`src/hdl/srrw_pkg.sv`:
```
// Shared types and constants for the selective-reject receive window.
// No dependencies; imported by every module of the block.
package srrw_pkg;

  localparam int SEQ_W    = 32;
  localparam int HANDLE_W = 32;
  localparam int LEN_W    = 11;
  localparam int KIND_W   = 2;
  localparam int TYPE_W   = 8;
  localparam int CFG_W    = 5;

  // largest window the register can express
  localparam int WIN_CAP = (1 << CFG_W) - 1;

  localparam logic [CFG_W-1:0]  WIN_RESET = 5'd16;
  localparam logic [TYPE_W-1:0] TYPE_DATA = 8'd3;
  localparam logic [SEQ_W-1:0]  NONE_SENT = '1;

  localparam logic [KIND_W-1:0] KIND_DELIVER = 2'd0;
  localparam logic [KIND_W-1:0] KIND_RR      = 2'd1;
  localparam logic [KIND_W-1:0] KIND_SREJ    = 2'd2;

  // remainder unit: one hex digit per step
  localparam int DIGIT_W   = 4;
  localparam int MOD_STEPS = SEQ_W / DIGIT_W;
  localparam int MCNT_W    = $clog2(MOD_STEPS);

  typedef struct packed {
    logic [KIND_W-1:0]   kind;
    logic [SEQ_W-1:0]    seq;
    logic [SEQ_W-1:0]    ctr;
    logic [HANDLE_W-1:0] handle;
    logic [LEN_W-1:0]    len;
  } res_t;

  typedef struct packed {
    logic latch;         // capture the input word
    logic deliver_item;  // deliver the captured frame
    logic rr;            // send RR
    logic mod_start;     // start slot index computation
    logic ptr_load;      // load slot pointer from remainder
    logic ptr_plus;      // ... advanced by one slot
    logic store_srej;    // store frame, SREJ once
    logic flush_step;    // deliver the stored frame at the pointer
    logic flush_end;     // closing control word of a flush
    logic finish;        // push out the held word as last
  } dp_cmd_t;

  typedef struct packed {
    logic ok_data;
    logic eq;
    logic gt;
    logic mode;
    logic mod_done;
    logic hit;
  } dp_stat_t;

  function automatic logic [CFG_W-1:0] wrap_inc(input logic [CFG_W-1:0] v,
                                                input logic [CFG_W-1:0] w);
    logic [CFG_W:0] p1;
    p1 = {1'b0, v} + (CFG_W+1)'(1);
    if (p1 == {1'b0, w}) begin
      return '0;
    end
    return p1[CFG_W-1:0];
  endfunction

endpackage

```
`src/hdl/srrw_mod.sv`:
```
// Iterative remainder unit: sequence number modulo the window, four bits a step.
// Depends on srrw_pkg.
module srrw_mod
  import srrw_pkg::*;
(
  input  logic             clk_i,
  input  logic             rst_ni,
  input  logic             start_i,
  input  logic [SEQ_W-1:0] dividend_i,
  input  logic [CFG_W-1:0] divisor_i,
  output logic             done_o,
  output logic [CFG_W-1:0] rem_o
);

  localparam int VAL_W = CFG_W + DIGIT_W;

  logic              run_q, done_q;
  logic [MCNT_W-1:0] cnt_q;
  logic [SEQ_W-1:0]  sh_q;
  logic [CFG_W-1:0]  rem_q;
  logic [VAL_W-1:0]  acc;
  logic [VAL_W-1:0]  dsh;

  // rem < divisor, so acc < 16*divisor: restoring subtract of 8d, 4d, 2d, d
  always_comb begin
    acc = {rem_q, sh_q[SEQ_W-1 -: DIGIT_W]};
    dsh = '0;
    for (int k = DIGIT_W - 1; k >= 0; k--) begin
      dsh = VAL_W'(divisor_i) << k;
      if (acc >= dsh) begin
        acc = acc - dsh;
      end
    end
  end

  always_ff @(posedge clk_i or negedge rst_ni) begin
    if (!rst_ni) begin
      run_q  <= 1'b0;
      done_q <= 1'b0;
      cnt_q  <= '0;
    end else if (start_i) begin
      run_q  <= 1'b1;
      done_q <= 1'b0;
      cnt_q  <= '0;
    end else if (run_q) begin
      cnt_q <= cnt_q + MCNT_W'(1);
      if (cnt_q == MCNT_W'(MOD_STEPS - 1)) begin
        run_q  <= 1'b0;
        done_q <= 1'b1;
      end
    end else begin
      done_q <= 1'b0;
    end
  end

  always_ff @(posedge clk_i) begin
    if (start_i) begin
      sh_q  <= dividend_i;
      rem_q <= '0;
    end else if (run_q) begin
      sh_q  <= sh_q << DIGIT_W;
      rem_q <= acc[CFG_W-1:0];
    end
  end

  assign done_o = done_q;
  assign rem_o  = rem_q;

endmodule

```
`src/hdl/srrw_dp.sv`:
```
// Datapath: window state, slot store, result hold and output registers.
// Depends on srrw_pkg and srrw_mod.
module srrw_dp
  import srrw_pkg::*;
#(
  parameter int WINDOW_MAX  = 16,
  parameter int MAX_PAYLOAD = 1400
) (
  input  logic                clk_i,
  input  logic                rst_ni,
  input  logic                cfg_we_i,
  input  logic [CFG_W-1:0]    cfg_wdata_i,
  input  logic                checksum_ok_i,
  input  logic [TYPE_W-1:0]   frame_type_i,
  input  logic [SEQ_W-1:0]    seq_num_i,
  input  logic [HANDLE_W-1:0] payload_handle_i,
  input  logic [LEN_W-1:0]    payload_len_i,
  input  dp_cmd_t             cmd_i,
  output dp_stat_t            stat_o,
  output logic                res_valid_o,
  output logic [KIND_W-1:0]   out_kind_o,
  output logic [SEQ_W-1:0]    out_seq_o,
  output logic [SEQ_W-1:0]    ctrl_counter_o,
  output logic [HANDLE_W-1:0] out_handle_o,
  output logic [LEN_W-1:0]    out_len_o,
  output logic                last_o
);

  // slots beyond what the register can select are never touched
  localparam int SLOTS      = (WINDOW_MAX < WIN_CAP) ? WINDOW_MAX : WIN_CAP;
  localparam int SIDX_W     = (SLOTS > 1) ? $clog2(SLOTS) : 1;
  localparam int SLOT_DEPTH = 1 << SIDX_W;
  localparam int WALK_W     = (WINDOW_MAX > 1) ? $clog2(WINDOW_MAX) : 1;
  localparam logic [CFG_W-1:0]  SLOTS_C   = CFG_W'(SLOTS);
  localparam logic [WALK_W-1:0] WALK_LIM  = WALK_W'(WINDOW_MAX - 1);
  localparam logic [LEN_W-1:0]  LEN_SAT   = LEN_W'(MAX_PAYLOAD);

  logic [CFG_W-1:0]    wsize_q, w_eff;
  logic                mode_q;
  logic [SEQ_W-1:0]    exp_q, high_q, ctr_q, last_srej_q;
  logic [SIDX_W-1:0]   ptr_q;
  logic [WALK_W-1:0]   walk_q;

  logic                item_ok_q;
  logic [SEQ_W-1:0]    item_seq_q;
  logic [HANDLE_W-1:0] item_handle_q;
  logic [LEN_W-1:0]    item_len_q;

  logic                slot_valid_q [SLOT_DEPTH];
  logic [SEQ_W-1:0]    slot_seq_q [SLOT_DEPTH];
  logic [HANDLE_W-1:0] slot_handle_q [SLOT_DEPTH];
  logic [LEN_W-1:0]    slot_len_q [SLOT_DEPTH];

  logic                pend_valid_q, out_valid_q, out_last_q;
  res_t                pend_q, out_q, new_res;
  logic                gen, hole, srej_new, ctrl_sent;
  logic                mod_done;
  logic [CFG_W-1:0]    rem, ptr_next, ptr_first;
  logic [LEN_W-1:0]    len_sat;

  // effective window: 0 acts as 1, clipped to the slot count
  always_comb begin
    if (wsize_q == '0) begin
      w_eff = CFG_W'(1);
    end else if (wsize_q > SLOTS_C) begin
      w_eff = SLOTS_C;
    end else begin
      w_eff = wsize_q;
    end
  end

  srrw_mod u_mod (
    .clk_i      (clk_i),
    .rst_ni     (rst_ni),
    .start_i    (cmd_i.mod_start),
    .dividend_i (item_seq_q),
    .divisor_i  (w_eff),
    .done_o     (mod_done),
    .rem_o      (rem)
  );

  assign len_sat   = (32'(payload_len_i) > 32'(MAX_PAYLOAD)) ? LEN_SAT : payload_len_i;
  assign ptr_next  = wrap_inc(CFG_W'(ptr_q), w_eff);
  assign ptr_first = wrap_inc(rem, w_eff);
  assign hole      = (exp_q <= high_q);
  assign srej_new  = (last_srej_q != exp_q);

  assign stat_o.ok_data  = item_ok_q;
  assign stat_o.eq       = (item_seq_q == exp_q);
  assign stat_o.gt       = (item_seq_q > exp_q);
  assign stat_o.mode     = mode_q;
  assign stat_o.mod_done = mod_done;
  assign stat_o.hit      = slot_valid_q[ptr_q] && (slot_seq_q[ptr_q] == exp_q) &&
                           (walk_q < WALK_LIM);

  // next result word, if any
  always_comb begin
    gen       = 1'b0;
    ctrl_sent = 1'b0;
    new_res   = '0;
    if (cmd_i.deliver_item) begin
      gen            = 1'b1;
      new_res.kind   = KIND_DELIVER;
      new_res.seq    = item_seq_q;
      new_res.handle = item_handle_q;
      new_res.len    = item_len_q;
    end else if (cmd_i.flush_step) begin
      gen            = 1'b1;
      new_res.kind   = KIND_DELIVER;
      new_res.seq    = slot_seq_q[ptr_q];
      new_res.handle = slot_handle_q[ptr_q];
      new_res.len    = slot_len_q[ptr_q];
    end else if (cmd_i.rr || (cmd_i.flush_end && !hole)) begin
      gen          = 1'b1;
      ctrl_sent    = 1'b1;
      new_res.kind = KIND_RR;
      new_res.seq  = exp_q;
      new_res.ctr  = ctr_q;
    end else if ((cmd_i.store_srej || (cmd_i.flush_end && hole)) && srej_new) begin
      gen          = 1'b1;
      ctrl_sent    = 1'b1;
      new_res.kind = KIND_SREJ;
      new_res.seq  = exp_q;
      new_res.ctr  = ctr_q;
    end
  end

  always_ff @(posedge clk_i or negedge rst_ni) begin
    if (!rst_ni) begin
      wsize_q      <= WIN_RESET;
      mode_q       <= 1'b0;
      exp_q        <= '0;
      high_q       <= '0;
      ctr_q        <= '0;
      last_srej_q  <= NONE_SENT;
      pend_valid_q <= 1'b0;
      out_valid_q  <= 1'b0;
      for (int i = 0; i < SLOT_DEPTH; i++) begin
        slot_valid_q[i] <= 1'b0;
      end
    end else begin
      if (cfg_we_i) begin
        wsize_q <= cfg_wdata_i;
      end
      if (ctrl_sent) begin
        ctr_q <= ctr_q + SEQ_W'(1);
      end
      if (cmd_i.deliver_item) begin
        exp_q <= exp_q + SEQ_W'(1);
        if (!mode_q) begin
          high_q <= exp_q;
        end else begin
          last_srej_q <= NONE_SENT;
        end
      end
      if (cmd_i.store_srej) begin
        slot_valid_q[ptr_q] <= 1'b1;
        if (!mode_q || (item_seq_q > high_q)) begin
          high_q <= item_seq_q;
        end
        if (srej_new) begin
          last_srej_q <= exp_q;
        end
        mode_q <= 1'b1;
      end
      if (cmd_i.flush_step) begin
        slot_valid_q[ptr_q] <= 1'b0;
        exp_q               <= exp_q + SEQ_W'(1);
      end
      if (cmd_i.flush_end) begin
        mode_q <= hole;
        if (hole && srej_new) begin
          last_srej_q <= exp_q;
        end
      end
      // one-word hold so the last flag lands on the right word
      if (gen) begin
        pend_valid_q <= 1'b1;
        out_valid_q  <= pend_valid_q;
      end else if (cmd_i.finish) begin
        pend_valid_q <= 1'b0;
        out_valid_q  <= pend_valid_q;
      end else begin
        out_valid_q <= 1'b0;
      end
    end
  end

  always_ff @(posedge clk_i) begin
    if (cmd_i.latch) begin
      item_ok_q     <= checksum_ok_i && (frame_type_i == TYPE_DATA);
      item_seq_q    <= seq_num_i;
      item_handle_q <= payload_handle_i;
      item_len_q    <= len_sat;
    end
    if (cmd_i.ptr_load) begin
      ptr_q  <= cmd_i.ptr_plus ? ptr_first[SIDX_W-1:0] : rem[SIDX_W-1:0];
      walk_q <= '0;
    end else if (cmd_i.flush_step) begin
      ptr_q  <= ptr_next[SIDX_W-1:0];
      walk_q <= walk_q + WALK_W'(1);
    end
    if (cmd_i.store_srej) begin
      slot_seq_q[ptr_q]    <= item_seq_q;
      slot_handle_q[ptr_q] <= item_handle_q;
      slot_len_q[ptr_q]    <= item_len_q;
    end
    if (gen) begin
      pend_q <= new_res;
    end
    if (gen || cmd_i.finish) begin
      out_q      <= pend_q;
      out_last_q <= cmd_i.finish;
    end
  end

  assign res_valid_o    = out_valid_q;
  assign out_kind_o     = out_q.kind;
  assign out_seq_o      = out_q.seq;
  assign ctrl_counter_o = out_q.ctr;
  assign out_handle_o   = out_q.handle;
  assign out_len_o      = out_q.len;
  assign last_o         = out_last_q;

endmodule

```
`src/hdl/srrw_ctrl.sv`:
```
// Controller state machine: sequences one frame through the datapath.
// Depends on srrw_pkg.
module srrw_ctrl
  import srrw_pkg::*;
(
  input  logic     clk_i,
  input  logic     rst_ni,
  input  logic     start_i,
  input  dp_stat_t stat_i,
  output dp_cmd_t  cmd_o,
  output logic     busy_o
);

  typedef enum logic [6:0] {
    S_IDLE   = 7'b0000001,
    S_DECIDE = 7'b0000010,
    S_RR     = 7'b0000100,
    S_MOD    = 7'b0001000,
    S_STORE  = 7'b0010000,
    S_FLUSH  = 7'b0100000,
    S_FINISH = 7'b1000000
  } state_e;

  state_e state_q, state_d;
  logic   flush_q, flush_d;

  always_comb begin
    state_d = state_q;
    flush_d = flush_q;
    cmd_o   = '0;
    unique case (state_q)
      S_IDLE: begin
        if (start_i) begin
          cmd_o.latch = 1'b1;
          state_d     = S_DECIDE;
        end
      end
      S_DECIDE: begin
        if (!stat_i.ok_data) begin
          state_d = S_IDLE;
        end else if (stat_i.eq) begin
          cmd_o.deliver_item = 1'b1;
          if (!stat_i.mode) begin
            state_d = S_RR;
          end else begin
            cmd_o.mod_start = 1'b1;
            flush_d         = 1'b1;
            state_d         = S_MOD;
          end
        end else if (stat_i.gt) begin
          cmd_o.mod_start = 1'b1;
          flush_d         = 1'b0;
          state_d         = S_MOD;
        end else begin
          cmd_o.rr = 1'b1;
          state_d  = S_FINISH;
        end
      end
      S_RR: begin
        cmd_o.rr = 1'b1;
        state_d  = S_FINISH;
      end
      S_MOD: begin
        if (stat_i.mod_done) begin
          cmd_o.ptr_load = 1'b1;
          cmd_o.ptr_plus = flush_q;
          state_d        = flush_q ? S_FLUSH : S_STORE;
        end
      end
      S_STORE: begin
        cmd_o.store_srej = 1'b1;
        state_d          = S_FINISH;
      end
      S_FLUSH: begin
        if (stat_i.hit) begin
          cmd_o.flush_step = 1'b1;
        end else begin
          cmd_o.flush_end = 1'b1;
          state_d         = S_FINISH;
        end
      end
      S_FINISH: begin
        cmd_o.finish = 1'b1;
        state_d      = S_IDLE;
      end
      default: begin
        state_d = S_IDLE;
      end
    endcase
  end

  always_ff @(posedge clk_i or negedge rst_ni) begin
    if (!rst_ni) begin
      state_q <= S_IDLE;
      flush_q <= 1'b0;
    end else begin
      state_q <= state_d;
      flush_q <= flush_d;
    end
  end

  assign busy_o = (state_q != S_IDLE);

endmodule

```
`src/hdl/selective_reject_receive_window.sv`:
```
// Top level of the selective-reject receive window.
// Depends on srrw_pkg, srrw_ctrl, srrw_dp (which holds srrw_mod).
//
//   channel   | handshake            | payload
//   ----------+----------------------+--------------------------------------------
//   frame in  | start, busy          | checksum_ok_i, frame_type_i, seq_num_i,
//             |                      | payload_handle_i, payload_len_i
//   config    | cfg_we_i             | cfg_wdata_i (window_size)
//   result    | res_valid_o (strobe) | out_kind_o, out_seq_o, ctrl_counter_o,
//             |                      | out_handle_o, out_len_o, last_o
//
// A word is taken when start is high and busy is low; one frame is in work at
// a time. A frame that needs its slot index (stored out of order, or closing a
// gap) runs the 8-step remainder unit; a frame that closes a gap then starts
// the flush walk, which delivers the stored frames that follow it in order.
// Result words come out one per cycle, one word behind the work, on a strobe;
// the receiver cannot stall them. Reset is asynchronous and needs no clearing
// pass: slot valid bits are flops cleared at once.
module selective_reject_receive_window
  import srrw_pkg::*;
#(
  parameter int WINDOW_MAX  = 16,
  parameter int MAX_PAYLOAD = 1400
) (
  input  logic                clk_i,
  input  logic                rst_ni,
  // frame descriptor
  input  logic                start,
  output logic                busy,
  input  logic                checksum_ok_i,
  input  logic [TYPE_W-1:0]   frame_type_i,
  input  logic [SEQ_W-1:0]    seq_num_i,
  input  logic [HANDLE_W-1:0] payload_handle_i,
  input  logic [LEN_W-1:0]    payload_len_i,
  // window_size register
  input  logic                cfg_we_i,
  input  logic [CFG_W-1:0]    cfg_wdata_i,
  // result words
  output logic                res_valid_o,
  output logic [KIND_W-1:0]   out_kind_o,
  output logic [SEQ_W-1:0]    out_seq_o,
  output logic [SEQ_W-1:0]    ctrl_counter_o,
  output logic [HANDLE_W-1:0] out_handle_o,
  output logic [LEN_W-1:0]    out_len_o,
  output logic                last_o
);

  dp_cmd_t  cmd;
  dp_stat_t stat;

  // controller only sees start in idle, so start & !busy is the accept
  srrw_ctrl u_ctrl (
    .clk_i   (clk_i),
    .rst_ni  (rst_ni),
    .start_i (start),
    .stat_i  (stat),
    .cmd_o   (cmd),
    .busy_o  (busy)
  );

  srrw_dp #(
    .WINDOW_MAX  (WINDOW_MAX),
    .MAX_PAYLOAD (MAX_PAYLOAD)
  ) u_dp (
    .clk_i            (clk_i),
    .rst_ni           (rst_ni),
    .cfg_we_i         (cfg_we_i),
    .cfg_wdata_i      (cfg_wdata_i),
    .checksum_ok_i    (checksum_ok_i),
    .frame_type_i     (frame_type_i),
    .seq_num_i        (seq_num_i),
    .payload_handle_i (payload_handle_i),
    .payload_len_i    (payload_len_i),
    .cmd_i            (cmd),
    .stat_o           (stat),
    .res_valid_o      (res_valid_o),
    .out_kind_o       (out_kind_o),
    .out_seq_o        (out_seq_o),
    .ctrl_counter_o   (ctrl_counter_o),
    .out_handle_o     (out_handle_o),
    .out_len_o        (out_len_o),
    .last_o           (last_o)
  );

endmodule

```
`config.mk`:
```
export PLATFORM = sky130hd
export DESIGN_NAME = selective_reject_receive_window
export DESIGN_NICKNAME = d
export VERILOG_FILES = /design/src/hdl/srrw_pkg.sv /design/src/hdl/srrw_mod.sv /design/src/hdl/srrw_dp.sv /design/src/hdl/srrw_ctrl.sv /design/src/hdl/selective_reject_receive_window.sv
export SDC_FILE = /design/constraint.sdc
export NUM_CORES = 2
export LEC_CHECK = 0
export BUFFER_PORTS_ARGS = -buffer_cell sky130_fd_sc_hd__buf_2
export CAP_MARGIN = 10
export CORE_UTILIZATION = 62
export CTS_BUF_LIST = sky130_fd_sc_hd__clkbuf_4 sky130_fd_sc_hd__clkbuf_8
export DETAILED_ROUTE_END_ITERATION = 8
export HOLD_SLACK_MARGIN = 0.03
export PLACE_DENSITY = 0.81
export SLEW_MARGIN = 20
export SYNTH_ARGS = -nofsm -noshare
export SYNTH_HDL_FRONTEND = slang
export SYNTH_SLANG_ARGS = --single-unit
```
`constraint.sdc`:
```
create_clock -name clk_i -period 13.28 [get_ports clk_i]
set_input_delay 0.664 -clock clk_i [delete_from_list [all_inputs] [get_ports clk_i]]
set_output_delay 0.664 -clock clk_i [all_outputs]
set_load 0.005 [all_outputs]
```
# Word-level counts from Yosys, hierarchy flattened
# Memory sizes are Yosys's and may differ from the RTL's. A register that Yosys moved wholly into a read port is not among the register bits.
# Cells that the tools add are included.
[op_classes] addsub=10 magnitude_cmp=12 reduce_logical=26 bitwise=4 muxes=98 n_eq_ne=20
[op_table] op="$mux W32" count=16
[op_table] op="$mux W43" count=2
[op_table] op="$mux W66" count=1
[op_table] op="$mux W65" count=1
[op_table] op="$add A32 B1 Y32 const B" count=2
[op_table] op="$eq A32 B32 Y1" count=2
[op_table] op="$gt A32 B32 Y1" count=2
[op_table] op="$mux W4" count=11
[op_table] op="$mux W1" count=42
[op_table] op="$mux W7" count=6
[op_table] op="$pmux W7 S5" count=1
[op_table] op="$le A32 B32 Y1" count=1
[op_table] op="$mux W16" count=2
[op_table] op="$ne A32 B32 Y1" count=1
[op_table] op="$mux W9" count=3
[op_table] op="$and A16 B16 Y16" count=1
[op_table] op="$not A16 Y16" count=1
[op_table] op="$or A16 B16 Y16" count=1
[op_table] op="$mux W5" count=3
[op_table] op="$reduce_bool A2 Y1" count=6
[op_table] op="$gt A11 B11 Y1 const B" count=1
[op_table] op="$ge A9 B5 Y1" count=1
[op_table] op="$ge A9 B6 Y1" count=1
[op_table] op="$ge A9 B7 Y1" count=1
[op_table] op="43 further kinds" count=61
[word_totals] memories=3 mem_bits_rw=1200 register_bits=505
[memory_table] name="u_dp.slot_handle_q" words=16 width=32 read_ports=1 rd_clocked_by_memory_dff=1 wr=1 line_no="srrw_dp.sv:51" text="logic [HANDLE_W-1:0] slot_handle_q [SLOT_DEPTH];"
[memory_table] name="u_dp.slot_seq_q" words=16 width=32 read_ports=1 rd_clocked_by_memory_dff=1 wr=1 line_no="srrw_dp.sv:50" text="logic [SEQ_W-1:0] slot_seq_q [SLOT_DEPTH];"
[memory_table] name="u_dp.slot_len_q" words=16 width=11 read_ports=1 rd_clocked_by_memory_dff=1 wr=1 line_no="srrw_dp.sv:52" text="logic [LEN_W-1:0] slot_len_q [SLOT_DEPTH];"

# Depth between registers and ports, before layout
[logic_depth] ltp_word=16 depth_mapped=41 mapped_depth_nobuf=40

# Modules after synthesis
# Synthesis repeated with hierarchy kept, for this count alone.
[hier_totals] hier_cells=3828 hier_area_um2=70323.7
[modules_own_cells] module="srrw_dp" area_per_inst_um2=66816.6 cells_each=3505 n_inst=1
[modules_own_cells] module="srrw_mod" area_per_inst_um2=2961.6 cells_each=263 n_inst=1
[modules_own_cells] module="srrw_ctrl" area_per_inst_um2=545.5 cells_each=60 n_inst=1

# Worst setup path before layout
# Ideal clock, no wire load.
[synth_timing] path_kind="reg-to-reg" start="register u_dp.wsize_q[2]" end="register u_dp.u_mod.rem_q[0], in the netlist u_dp.u_mod.rem_o[0]" slack_ns=5.612 setup_ns=0.116 n_path_buf=1 stages_incl_launch_ff=40 arrival_ns=7.552 path_cell_list="dfrtp_1 > nor3_1 > o21ai_0 > inv_1 > ha_1 > inv_1 > fa_1 > a21o_1 > a21o_1 > nand2_1 > and2_1 > clkbuf_1 > nor2_1 > a21oi_1 > inv_1 > ha_1 > nor2b_1 > o21ai_0 > [... 4 more ...] > mux2i_1 > fa_1 > a21oi_1 > nor2_1 > nor2_1 > inv_1 > a21oi_1 > o21ai_0 > nor3_1 > mux2_2 > ha_1 > a21boi_0 > o21ai_0 > nand2b_1 > a221oi_1 > o211ai_1 > mux2i_1 > a31o_2"
[synth_between] elab_chain_cells=11 elab_cells_between_ends=16
[synth_rtl] item="start, declared" line_no="srrw_dp.sv:38" text="logic [CFG_W-1:0] wsize_q, w_eff;"
[synth_rtl] item="start signal, assigned" line_no="srrw_dp.sv:143" text="wsize_q <= cfg_wdata_i;"
[synth_rtl] item="$gt A5 B5 Y1" line_no="srrw_dp.sv:65" text="end else if (wsize_q > SLOTS_C) begin"
[synth_rtl] item="$mux W5" line_no="srrw_dp.sv:65"
[synth_rtl] item="$mux W5 (*)" line_no="srrw_dp.sv:63" text="if (wsize_q == '0) begin"
[synth_rtl] item="$sub A9 B8 Y9 or $ge A9 B8 Y1 (tied branches)" line_no="srrw_mod.sv:31, srrw_mod.sv:30"
[synth_rtl] item="$mux W9" line_no="srrw_mod.sv:30" text="if (acc >= dsh) begin"
[synth_rtl] item="$sub A9 B7 Y9 or $ge A9 B7 Y1 (tied branches)" line_no="srrw_mod.sv:31, srrw_mod.sv:30"
[synth_rtl] item="$mux W9" line_no="srrw_mod.sv:30"
[synth_rtl] item="$sub A9 B6 Y9 or $ge A9 B6 Y1 (tied branches)" line_no="srrw_mod.sv:31, srrw_mod.sv:30"
[synth_rtl] item="$mux W9" line_no="srrw_mod.sv:30"
[synth_rtl] item="$ge A9 B5 Y1 or $sub A5 B5 Y5 (tied branches)" line_no="srrw_mod.sv:30, srrw_mod.sv:31"
[synth_rtl] item="$mux W5 (*)" line_no="srrw_mod.sv:30"
[synth_rtl] item="end signal, assigned" line_no="srrw_mod.sv:62" text="rem_q <= acc[CFG_W-1:0];"
[synth_rtl] item="end, declared" line_no="srrw_mod.sv:20" text="logic [CFG_W-1:0] rem_q;"
# Mark *: on every way between the ends. The rest lies on a longest branch, timed or not.
# A chain may end at the register's enable or synchronous reset.

# Worst setup path after layout
[layout_timing] start="register u_dp.wsize_q[4]" end="register u_dp.u_mod.rem_q[4], in the netlist u_dp.u_mod.rem_o[4]"
# The elaborated chain is that of the path after synthesis.

==> results.md <==
- Run status: finished clean
- R2R cell count: 38
- Mapped cell area: just over 0.07 mm^2
- EDFF count, synth: 1531
- CTS resizes: 0
- Tightest Pin Transition: 1.140 ns
- Die span in x: 339.6 um
- Worst Path Required: approximately 14 ns
- RSZ-0062 raised after global routing: false
- Clk sinks: around 1700
- Area grow syn2layout: 12.86%
- Initial antenna violation count: 4
- Top post-synthesis cells by area: edfxtp_1 65%, mux4_2 10%, dfrtp_1 4.6%, ha_1 2.2%, mux2i_1 2.0%
- Setup Skew: 0.07584 ns
- Setup TNS: 0 ns
- Postcts setup bufs: 0
- Part of the power in combinational logic: 0.120
- Die H: 339.6 um
- Final net count: 4666
- Syn Inst Count: 3978
- H-tree Lvls: 5
- Pin count of the biggest net entering global routing: 125
- Yosys top cell by area: edfxtp_1
- Die area: between 0.1 and 0.15 mm^2
- Placement Setup Slack: 4.341 ns
- Placed Instance Area: 0.07353 mm^2
- Startpoint Class: register
- Global Route Usage Sum: 0.3055
- Max-Slew Margin vs Limit: 0.2403
- Vias in the first global route: 40539
- Post-DRT Antenna Nets: 0
- Final core utilization: 0.7077
- Synth warn: 0
- Root Driver: clkbuf_8
- DRC violations left: 0
- Avg WL per Cell: roughly 28 um
- Worst IR drop on VDD: 0.0001482 V
- Highest Clock Rate: around 0.11 GHz
- PortBufs: 204
- Leakage: 28.02 nW
- Sequential Power Share: 0.519
- Cell Pwr Density: 154.3 mW/mm^2
- First-pass GRT wire length: 256700 um
- Cell area after layout: between 0.07 and 0.08 mm^2
- DR vias/cell: 6.452
- Sequential share of the synthesized area: 0.7135
- Sw Pwr: about 3.1 mW
- Detailed Route WL: 174600 um
- Area share of the largest cell type after synthesis: 0.6508
- Share of layout cells above drive strength 1: 0.2580
- Max Cap Viol: 0
- CP max-delay cell: nor3_1
- Post-route setup slack: 4.389 ns
- Yosys reg bits: 1709
- Placeable Area: between 0.1 and 0.15 mm^2
- Mapped Avg Cell Area: 17.76 um^2
- Via Count: 39594
- Fin. max-slew vios: 0
- Rows: 123
- Io pins: around 200
- Arrival @ worst endpoint: just under 10 ns
- Ys async rst share: 0.09655
- CTS tree: built
- Final Power: 12.31 mW
- DR pass1 iterations: 6
- Clk slew on worst S/H paths: 0.06 ns
- Clk Latency, worst-skew pair: 0.96 ns
- Final min period: approximately 8.9 ns
- CTS Buf Count: 285
- Setup CP Type: reg2reg
- Crit end category: register
- Clock power frac: 0.361
- Setup violations, final: 0
- Max FO, Critical Path: 8
- Hpwl dp: 102400 um
- Most frequent cells in the layout: 1531 x edfxtp_1, 318 x mux4_2, 296 x clkbuf_8, 261 x nand2_1, 203 x buf_2
- Hold Path Depth: 2
- Internal Power: ~9 mW
- Initial drt markers: 4437
- Hold WC Path Type: in2reg
- Overflow after GRT: 0
- Top FF cell, synth: edfxtp_1
- Commonest non-fill, non-tap cell in the layout: edfxtp_1
- Sw Ratio: 0.2493
- CTS Buffer Depth: 4
- Final Hold Fails: 0
- Mapped Nets: around 4200
- Netlist cell types: 91
- CP peak stage delay: 0.56 ns
- Period utilization: 0.6695
- Initial core utilization: 0.6271
- Gpl congestion: a little over 1
[synthesized netlist by cell type, drive strengths merged (10+ instances only)]
cell        n
a211oi     14
a21o       35
a21oi      53
a221o      15
a22o       52
a22oi      43
a2bb2oi    19
and2       48
and3       25
buf        82
clkbuf    119
dfrtp     131
dfstp      34
dfxtp      13
edfxtp   1531
ha        126
inv        97
mux2       65
mux2i     139
mux4      318
nand2     263
nand2b     16
nand3      54
nand4      55
nor2      141
nor2b      39
nor3       49
nor4       22
o211ai     10
o21a       16
o21ai      87
o22ai      13
xnor2     137
xor2       10
[metrics by stage]
step,hold WS (ns),cells
after detailed placement,0.4045,5574
after global placement,0.4005,5572
after floorplan,0.3684,3978
after global routing,0.08612,6137
final,0.1085,6137
after CTS,0.05709,6136
[worst max-delay path, delay by kind of cell, from the launching register on]
family                     cells  cell delay (ns)
buffers and inverters          5             0.61
muxes                          3             0.92
adders and majority gates      5             1.81
and+or+nand+nor               10             1.96
AOI/OAI and AO/OA             15             3.14
DFF                            1             0.39
[sequential cells by signal (all words and copies together), names as in the netlist, 3 cells and up, named ones only]
signal	flops
u_dp.item_len_q	11
u_dp.high_q	32
u_dp.slot_len_q	176
u_dp.item_seq_q	32
u_dp.ctr_q	32
u_dp.item_handle_q	32
u_dp.out_len_o	11
u_dp.ptr_q	4
u_dp.slot_seq_q	512
u_dp.pend_q	109
u_dp.u_mod.rem_o	5
u_dp.wsize_q	5
u_dp.out_handle_o	32
u_dp.u_mod.sh_q	32
u_dp.slot_handle_q	512
u_dp.ctrl_counter_o	32
u_dp.walk_q	4
u_dp.exp_q	32
u_dp.out_seq_o	32
u_ctrl.state_q	7
u_dp.u_mod.cnt_q	3
u_dp.last_srej_q	32
u_dp.slot_valid_q	16
[power groups by stage]
stage / clock, mW / combinational, mW / sequential [mW]
after floorplan: 0 / 0.989 / 6.48
after global placement: 0 / 1.44 / 6.48
after detailed placement: 0 / 1.45 / 6.49
after CTS: 4.49 / 1.48 / 6.38
after global routing: 4.72 / 1.65 / 6.41
final: 4.44 / 1.47 / 6.39
[worst paths after layout]
kind	startpoint	endpoint	slack, ns
max reg2reg	u_dp.wsize_q[4]	u_dp.u_mod.rem_o[4]	4.39
min reg2reg	u_dp.pend_q[42]	u_dp.out_handle_o[31]	0.41
max	u_dp.wsize_q[4]	u_dp.u_mod.rem_o[4]	4.39
min	payload_len_i[9]	u_dp.item_len_q[9]	0.11
min in group asynchronous	rst_ni	u_dp.exp_q[9]	0.23
max in group asynchronous	rst_ni	u_dp.ctr_q[23]	11.01
[what timing repair did]
action	in CTS	in global routing
endpoints found under the hold margin	127	0
hold buffers	82	0
setup endpoints to repair	0	0
[cell families (layout without fill, tap and decap cells)]
kind of cell	after synthesis	in the layout	synth area share
adder cells (fa/ha/maj)	130	130	0.02345
buffers and inverters	304	962	0.01925
multiplexers	522	522	0.1315
XOR/XNOR	147	147	0.01822
AO/OA/AOI/OAI	416	416	0.04224
flip-flops	1709	1709	0.7135
AND/OR/NAND/NOR	750	750	0.05177
other	0	1	0
[final cells by class]
class | count | area [um^2]
Antenna cell | 1 | 2.502
Inverter | 103 | 394.1
Clock inverter | 92 | 591.8
Fill cell | 6802 | 32930
Clock buffer | 388 | 4765
Sequential cell | 1709 | 50420
Multi-Input combinational cell | 1965 | 19070
Tap cell | 1500 | 1877
Timing Repair Buffer | 379 | 2604
[per-layer routing]
| metal | wire (um) | vias up | share of wire | track usage |
|---|---|---|---|---|
| met5 | 34 | - | 0.00019 | 0 |
| met4 | 6821 | 4 | 0.039 | 0.1344 |
| met3 | 16430 | 415 | 0.094 | 0.05729 |
| met2 | 84390 | 2352 | 0.48 | 0.4865 |
| met1 | 66900 | 20128 | 0.38 | 0.4180 |
| li1 | - | 16695 | - | - |
Note: power is estimated with default switching activity, not from simulation.
